<file path="src/rtl/sm83_ls_pkg.sv">
// Shared types, opcode codes and decode function for the SM83 load/store unit.
// No dependencies.
package sm83_ls_pkg;

  // Instruction class after decode
  typedef enum logic [4:0] {
    K_NONE, K_LD_RR, K_LD_R_HL, K_LD_HL_R, K_LD_R_N, K_LD_HL_N, K_LD_PAIR_NN,
    K_LD_SP_NN, K_ST_A_IND, K_LD_A_IND, K_ST_HLI, K_ST_HLD, K_LD_HLI, K_LD_HLD,
    K_ST_SP_NN, K_ST_A_NN, K_LD_A_NN, K_PUSH, K_POP, K_LD_HL_SPE, K_LD_SP_HL
  } kind_e;

  // Back-end sequencer states
  typedef enum logic [1:0] {ST_EXEC, ST_SECOND, ST_FINISH} bstate_e;

  localparam logic [7:0] OP_HALT    = 8'h76;
  localparam logic [7:0] OP_LD_SP   = 8'h31;
  localparam logic [7:0] OP_ST_BC   = 8'h02;
  localparam logic [7:0] OP_ST_DE   = 8'h12;
  localparam logic [7:0] OP_LD_ABC  = 8'h0A;
  localparam logic [7:0] OP_LD_ADE  = 8'h1A;
  localparam logic [7:0] OP_ST_HLI  = 8'h22;
  localparam logic [7:0] OP_ST_HLD  = 8'h32;
  localparam logic [7:0] OP_LD_HLI  = 8'h2A;
  localparam logic [7:0] OP_LD_HLD  = 8'h3A;
  localparam logic [7:0] OP_ST_SPNN = 8'h08;
  localparam logic [7:0] OP_LDH_ST  = 8'hE0;
  localparam logic [7:0] OP_LDH_LD  = 8'hF0;
  localparam logic [7:0] OP_LDC_ST  = 8'hE2;
  localparam logic [7:0] OP_LDC_LD  = 8'hF2;
  localparam logic [7:0] OP_ST_NN   = 8'hEA;
  localparam logic [7:0] OP_LD_NN   = 8'hFA;
  localparam logic [7:0] OP_HL_SPE  = 8'hF8;
  localparam logic [7:0] OP_SP_HL   = 8'hF9;

  localparam logic [7:0]  HIGH_PAGE = 8'hFF;
  localparam logic [7:0]  POP_F_MASK = 8'hF0;
  localparam logic [2:0]  REG_CODE_MEM = 3'd6;

  // Address source chosen at decode time
  typedef enum logic [2:0] {
    A_HL, A_BC, A_DE, A_NN, A_HIGH_N, A_HIGH_C, A_SP
  } asrc_e;

  typedef struct packed {
    kind_e      kind;
    asrc_e      asrc;
    logic [2:0] dst;
    logic [2:0] src;
    logic [1:0] pair;
    logic [7:0] imm_low;
    logic [7:0] imm_high;
  } cmd_t;

  function automatic cmd_t decode(input logic [7:0] op, input logic [7:0] lo,
                                  input logic [7:0] hi);
    cmd_t c;
    c.kind = K_NONE;
    c.asrc = A_HL;
    c.dst = op[5:3];
    c.src = op[2:0];
    c.pair = op[5:4];
    c.imm_low = lo;
    c.imm_high = hi;
    if (op[7:6] == 2'b01) begin
      if (op == OP_HALT) c.kind = K_NONE;
      else if (op[2:0] == REG_CODE_MEM) c.kind = K_LD_R_HL;
      else if (op[5:3] == REG_CODE_MEM) c.kind = K_LD_HL_R;
      else c.kind = K_LD_RR;
    end else if ((op & 8'hC7) == 8'h06) begin
      c.kind = (op[5:3] == REG_CODE_MEM) ? K_LD_HL_N : K_LD_R_N;
    end else begin
      case (op)
        8'h01, 8'h11, 8'h21: c.kind = K_LD_PAIR_NN;
        OP_LD_SP:   c.kind = K_LD_SP_NN;
        OP_ST_BC:   begin c.kind = K_ST_A_IND; c.asrc = A_BC; end
        OP_ST_DE:   begin c.kind = K_ST_A_IND; c.asrc = A_DE; end
        OP_LD_ABC:  begin c.kind = K_LD_A_IND; c.asrc = A_BC; end
        OP_LD_ADE:  begin c.kind = K_LD_A_IND; c.asrc = A_DE; end
        OP_ST_HLI:  c.kind = K_ST_HLI;
        OP_ST_HLD:  c.kind = K_ST_HLD;
        OP_LD_HLI:  c.kind = K_LD_HLI;
        OP_LD_HLD:  c.kind = K_LD_HLD;
        OP_ST_SPNN: begin c.kind = K_ST_SP_NN; c.asrc = A_NN; end
        OP_LDH_ST:  begin c.kind = K_ST_A_IND; c.asrc = A_HIGH_N; end
        OP_LDH_LD:  begin c.kind = K_LD_A_IND; c.asrc = A_HIGH_N; end
        OP_LDC_ST:  begin c.kind = K_ST_A_IND; c.asrc = A_HIGH_C; end
        OP_LDC_LD:  begin c.kind = K_LD_A_IND; c.asrc = A_HIGH_C; end
        OP_ST_NN:   begin c.kind = K_ST_A_IND; c.asrc = A_NN; end
        OP_LD_NN:   begin c.kind = K_LD_A_IND; c.asrc = A_NN; end
        8'hC5, 8'hD5, 8'hE5, 8'hF5: begin c.kind = K_PUSH; c.asrc = A_SP; end
        8'hC1, 8'hD1, 8'hE1, 8'hF1: begin c.kind = K_POP; c.asrc = A_SP; end
        OP_HL_SPE:  c.kind = K_LD_HL_SPE;
        OP_SP_HL:   c.kind = K_LD_SP_HL;
        default:    c.kind = K_NONE;
      endcase
    end
    return c;
  endfunction

endpackage

</file>
<file path="src/rtl/sm83_ls_front.sv">
// Front end: accepts instruction items, decodes them and queues commands.
// Depends on sm83_ls_pkg.
module sm83_ls_front (
  input  logic                 clk_i,
  input  logic                 rst_ni,
  input  logic                 s_axis_tvalid,
  output logic                 s_axis_tready,
  input  logic [23:0]          s_axis_tdata,   // opcode, imm_low, imm_high
  output logic                 cmd_valid_o,
  input  logic                 cmd_ready_i,
  output sm83_ls_pkg::cmd_t    cmd_o
);
  import sm83_ls_pkg::*;

  // two-entry command queue
  cmd_t       mem_q [2];
  logic       wr_ptr_q, rd_ptr_q;
  logic [1:0] cnt_q;
  logic       push, pop;

  assign s_axis_tready = (cnt_q != 2'd2);
  assign push = s_axis_tvalid && s_axis_tready;
  assign cmd_valid_o = (cnt_q != 2'd0);
  assign pop = cmd_valid_o && cmd_ready_i;
  assign cmd_o = mem_q[rd_ptr_q];

  always_ff @(posedge clk_i) begin
    if (push) mem_q[wr_ptr_q] <= decode(s_axis_tdata[7:0], s_axis_tdata[15:8],
                                        s_axis_tdata[23:16]);
  end

  always_ff @(posedge clk_i or negedge rst_ni) begin
    if (!rst_ni) begin
      wr_ptr_q <= 1'b0;
      rd_ptr_q <= 1'b0;
      cnt_q <= 2'd0;
    end else begin
      if (push) wr_ptr_q <= ~wr_ptr_q;
      if (pop) rd_ptr_q <= ~rd_ptr_q;
      cnt_q <= cnt_q + {1'b0, push} - {1'b0, pop};
    end
  end

  assert property (@(posedge clk_i) disable iff (!rst_ni) cnt_q != 2'd3)
    else $error("queue count overflow");
  assert property (@(posedge clk_i) disable iff (!rst_ni)
    (cnt_q == 2'd0) |-> !pop) else $error("pop from empty queue");
  assert property (@(posedge clk_i) disable iff (!rst_ni)
    (cnt_q == 2'd2 && !pop) |=> cnt_q == 2'd2) else $error("full queue lost entry");
endmodule

</file>
<file path="config.mk">
export PLATFORM = sky130hd
export DESIGN_NAME = sm83_ls_front
export DESIGN_NICKNAME = d
export VERILOG_FILES = /design/src/rtl/sm83_ls_pkg.sv /design/src/rtl/sm83_ls_front.sv
export SDC_FILE = /design/constraint.sdc
export NUM_CORES = 1
export LEC_CHECK = 0
export BUFFER_PORTS_ARGS = -buffer_cell sky130_fd_sc_hd__buf_2
export CORE_MARGIN = 4
export CORE_UTILIZATION = 50
export CTS_BUF_LIST = sky130_fd_sc_hd__clkbuf_4
export DETAILED_ROUTE_END_ITERATION = 8
export GPL_TIMING_DRIVEN = 0
export PLACE_DENSITY = 0.76
export SLEW_MARGIN = 30
export SYNTH_ARGS = -nofsm -noshare
export SYNTH_HDL_FRONTEND = slang
export SYNTH_SLANG_ARGS = --single-unit
export TNS_END_PERCENT = 50
</file>
<file path="constraint.sdc">
create_clock -name clk_i -period 4.05 [get_ports clk_i]
set_clock_uncertainty 0.15 [all_clocks]
set_input_delay 0.405 -clock clk_i [delete_from_list [all_inputs] [get_ports clk_i]]
set_output_delay 0.405 -clock clk_i [all_outputs]
set_load 0.005 [all_outputs]
</file>
==> impl_metrics.ini <==
[status]
status = finished, final reports clean

[synthesis]
postSynthAreaPerCell_um2 = 15.4
synthDistinctLibCells = 43
yosys_most_used_dff = edfxtp_1
synthCells = 182
seq_area_frac_synth = 0.679
synth_top_area_share = 0.643
synth_nets = 212
synth_top_area_cell = edfxtp_1
yosysWarnings = 0
synth.area.top_cells = edfxtp_1, mux2_2, dfrtp_1, a21oi_1, nor2_1
synthArstFlopShare = 0.0625
synth_edf_count = 60
synth_seq_cells = 64
syn_area_um2 = 2800

[clocking]
cts_tree = yes
cts_setup_buffers = 0
ctsRootBufferMaster = clkbuf_4
htreeDepth = 3
clk_pin_slew_ps = 100
cts.sinks = 64
cts_made_buffers = 9
clockBufferDepth = 2
insertion_delay_ps = 380

[drt]
num_vias = 1759
drc = 0
first_pass_iters = 4
routedWlPerCell_um = 15.6
routed_wirelength_mm = 5.13
viasPerCell = 5.35
drtIter0Drc = 111
drtAntennaViolNets = 0

[die]
fp.dieW_um = 82.8
io_pins = 62
fp.dieH_um = 82.8
row_count = 26
die-area_um2 = 6860
start_util = 0.531
core_um2 = 5270

[worst_setup_path]
startpoint_type = flip-flop
cp.required_ps = 3490
r2r_setup_slack_ps = 2120
reg2regPathDepth = 7
worstSetupPathType = flip-flop to output pin
r2r_start = cnt_q[1]
crit_path_end_kind = output pin
worst-path-max-fanout = 10
arrival_ps = 1890
r2r-end = cnt_q[1]

[place]
place_congestion = 0.871
dp_worst_setup_slack_ps = 1970
portBuffers = 59
place_hpwl_mm = 3.69

[finish]
multi_input_area_um2 = 816
nFillCells = 432
final_cell_mix = buf_2, edfxtp_1, mux2_2, clkbuf_4
drive_gt1_frac = 0.444
nets = 284
area_delta_synth_final_pct = 19.0
antenna_cells = 0
regArea_um2 = 1900
final_util = 0.632

[grt]
grt_usage = 0.157
grt_max_degree = 31
antenna_found_initial = 0
grt_pass1_vias = 1771
grt_pass1_wl_mm = 8.65
overflow = 0

[power]
powerDensity_nw_per_um2 = 581
vdd_ir_drop_max_mv = 0.289
leakagePower_uw = 0.00124

[timing]
drv_slew = 0
fin_ws_ps = 1610
hold_violations = 0
rsz0062_at_grt = false
timing.final.crit_share = 0.603
tns_ps = 0
fin_crit_ps = 2440
worstMarginPinSlew_ps = 704
slew_headroom = 0.531
clock.fmax_mhz = 410
setup_violations = 0

[hold_path]
worst_hold_path_type = primary input to flip-flop
min_from = s_axis_tdata[21]
holdPathEnd = mem_q[0][5]
hold_depth = 1

[run]
drv_cap = 0
-- Yosys cell counts (all sizes together), types with 2 or more instances --
master and count:
nand2b 2, mux2 30, a32oi 2, nor2b 3, dfrtp 4, o21ai 3
nand3 3, ha 2, clkbuf 4, a31oi 2, or3 2, xor2 2
buf 9, nand3b 2, nor2 7, and3 2, a211oi 2, nand2 5
nor3 4, o22ai 2, a21oi 6, edfxtp 60, inv 4, o32ai 2
or2 3, xnor2 3
-- stage by stage --
step | cell area, um2 | hold WS, ps | cells | total power (uW)
global placement | 3180 | 64.4 | 311 | 1610
floorplan | 2800 | -40.6 | 182 | 1360
detailed placement | 3220 | 67.6 | 312 | 1640
global route | 3330 | 18.3 | 329 | 2060
finish | 3330 | 51.2 | 329 | 1940
CTS | 3330 | 11.0 | 329 | 1980
-- what timing repair did --
item / 4_1_cts / 5_1_grt
endpoints found under the setup margin: 0 / 0
hold buffers: 1 / 0
hold endpoints to repair: 4 / 0
resized for setup: 0 / 0
-- flip-flops by register name, summed over array words and instances (netlist names) --
| signal | count |
|---|---|
| cnt_q | 2 |
| mem_q | 60 |
| rd_ptr_q | 1 |
| wr_ptr_q | 1 |
-- worst max-delay path: stages (launching register included) --
cell and delay [ps]:
dfrtp_1 400, buf_1 440, mux2_2 420, buf_4 130, buf_2 110
-- report_power, final --
part	switching (uW)	leakage (uW)	internal (uW)
combinational	318	0.000576	336
sequential	46.8	0.000610	908
clock	202	0.0000563	124
total	567	0.00124	1370
-- area by class of cell --
class | count | area share
sequential | 64 | 0.571
multi-input combinational | 101 | 0.245
timing repair buffer | 61 | 0.0999
tap | 70 | 0.0263
buffer | 13 | 0.0229
clock buffer | 10 | 0.0225
clock inverter | 6 | 0.00826
inverter | 4 | 0.00451
-- worst max-delay path by stage --
stage / from / endpoint / slack [ps] / cells past startpoint
2_1_floorplan: cnt_q[1] / mem_q[0][0] / 1600 / 3
3_3_place_gp: cnt_q[1] / mem_q[0][19] / 870 / 3
3_5_place_dp: rd_ptr_q / cmd_o[23] / 1970 / 4
4_1_cts: rd_ptr_q / cmd_o[23] / 1520 / 4
5_1_grt: rd_ptr_q / cmd_o[23] / 1480 / 4
6_report: rd_ptr_q / cmd_o[23] / 1610 / 4
-- logic make-up (layout without fill, tap and decap cells) --
logic type | after synthesis | count (layout) | synth area share
buffers and inverters | 17 | 94 | 0.0326
xor gates and xnor gates | 5 | 5 | 0.0156
AOI/OAI and AO/OA | 25 | 25 | 0.0617
and+or+nand+nor | 38 | 38 | 0.0777
muxes | 31 | 31 | 0.124
DFF | 64 | 64 | 0.679
adders and majority gates | 2 | 2 | 0.00894
-- metal layers --
metal | wire [um] | global-route usage
met3 | 293 | 0.0426
met2 | 2610 | 0.250
met5 | 0 | 0
met1 | 2140 | 0.200
met4 | 78 | 0.0758
(Power assumes the default switching activity.)
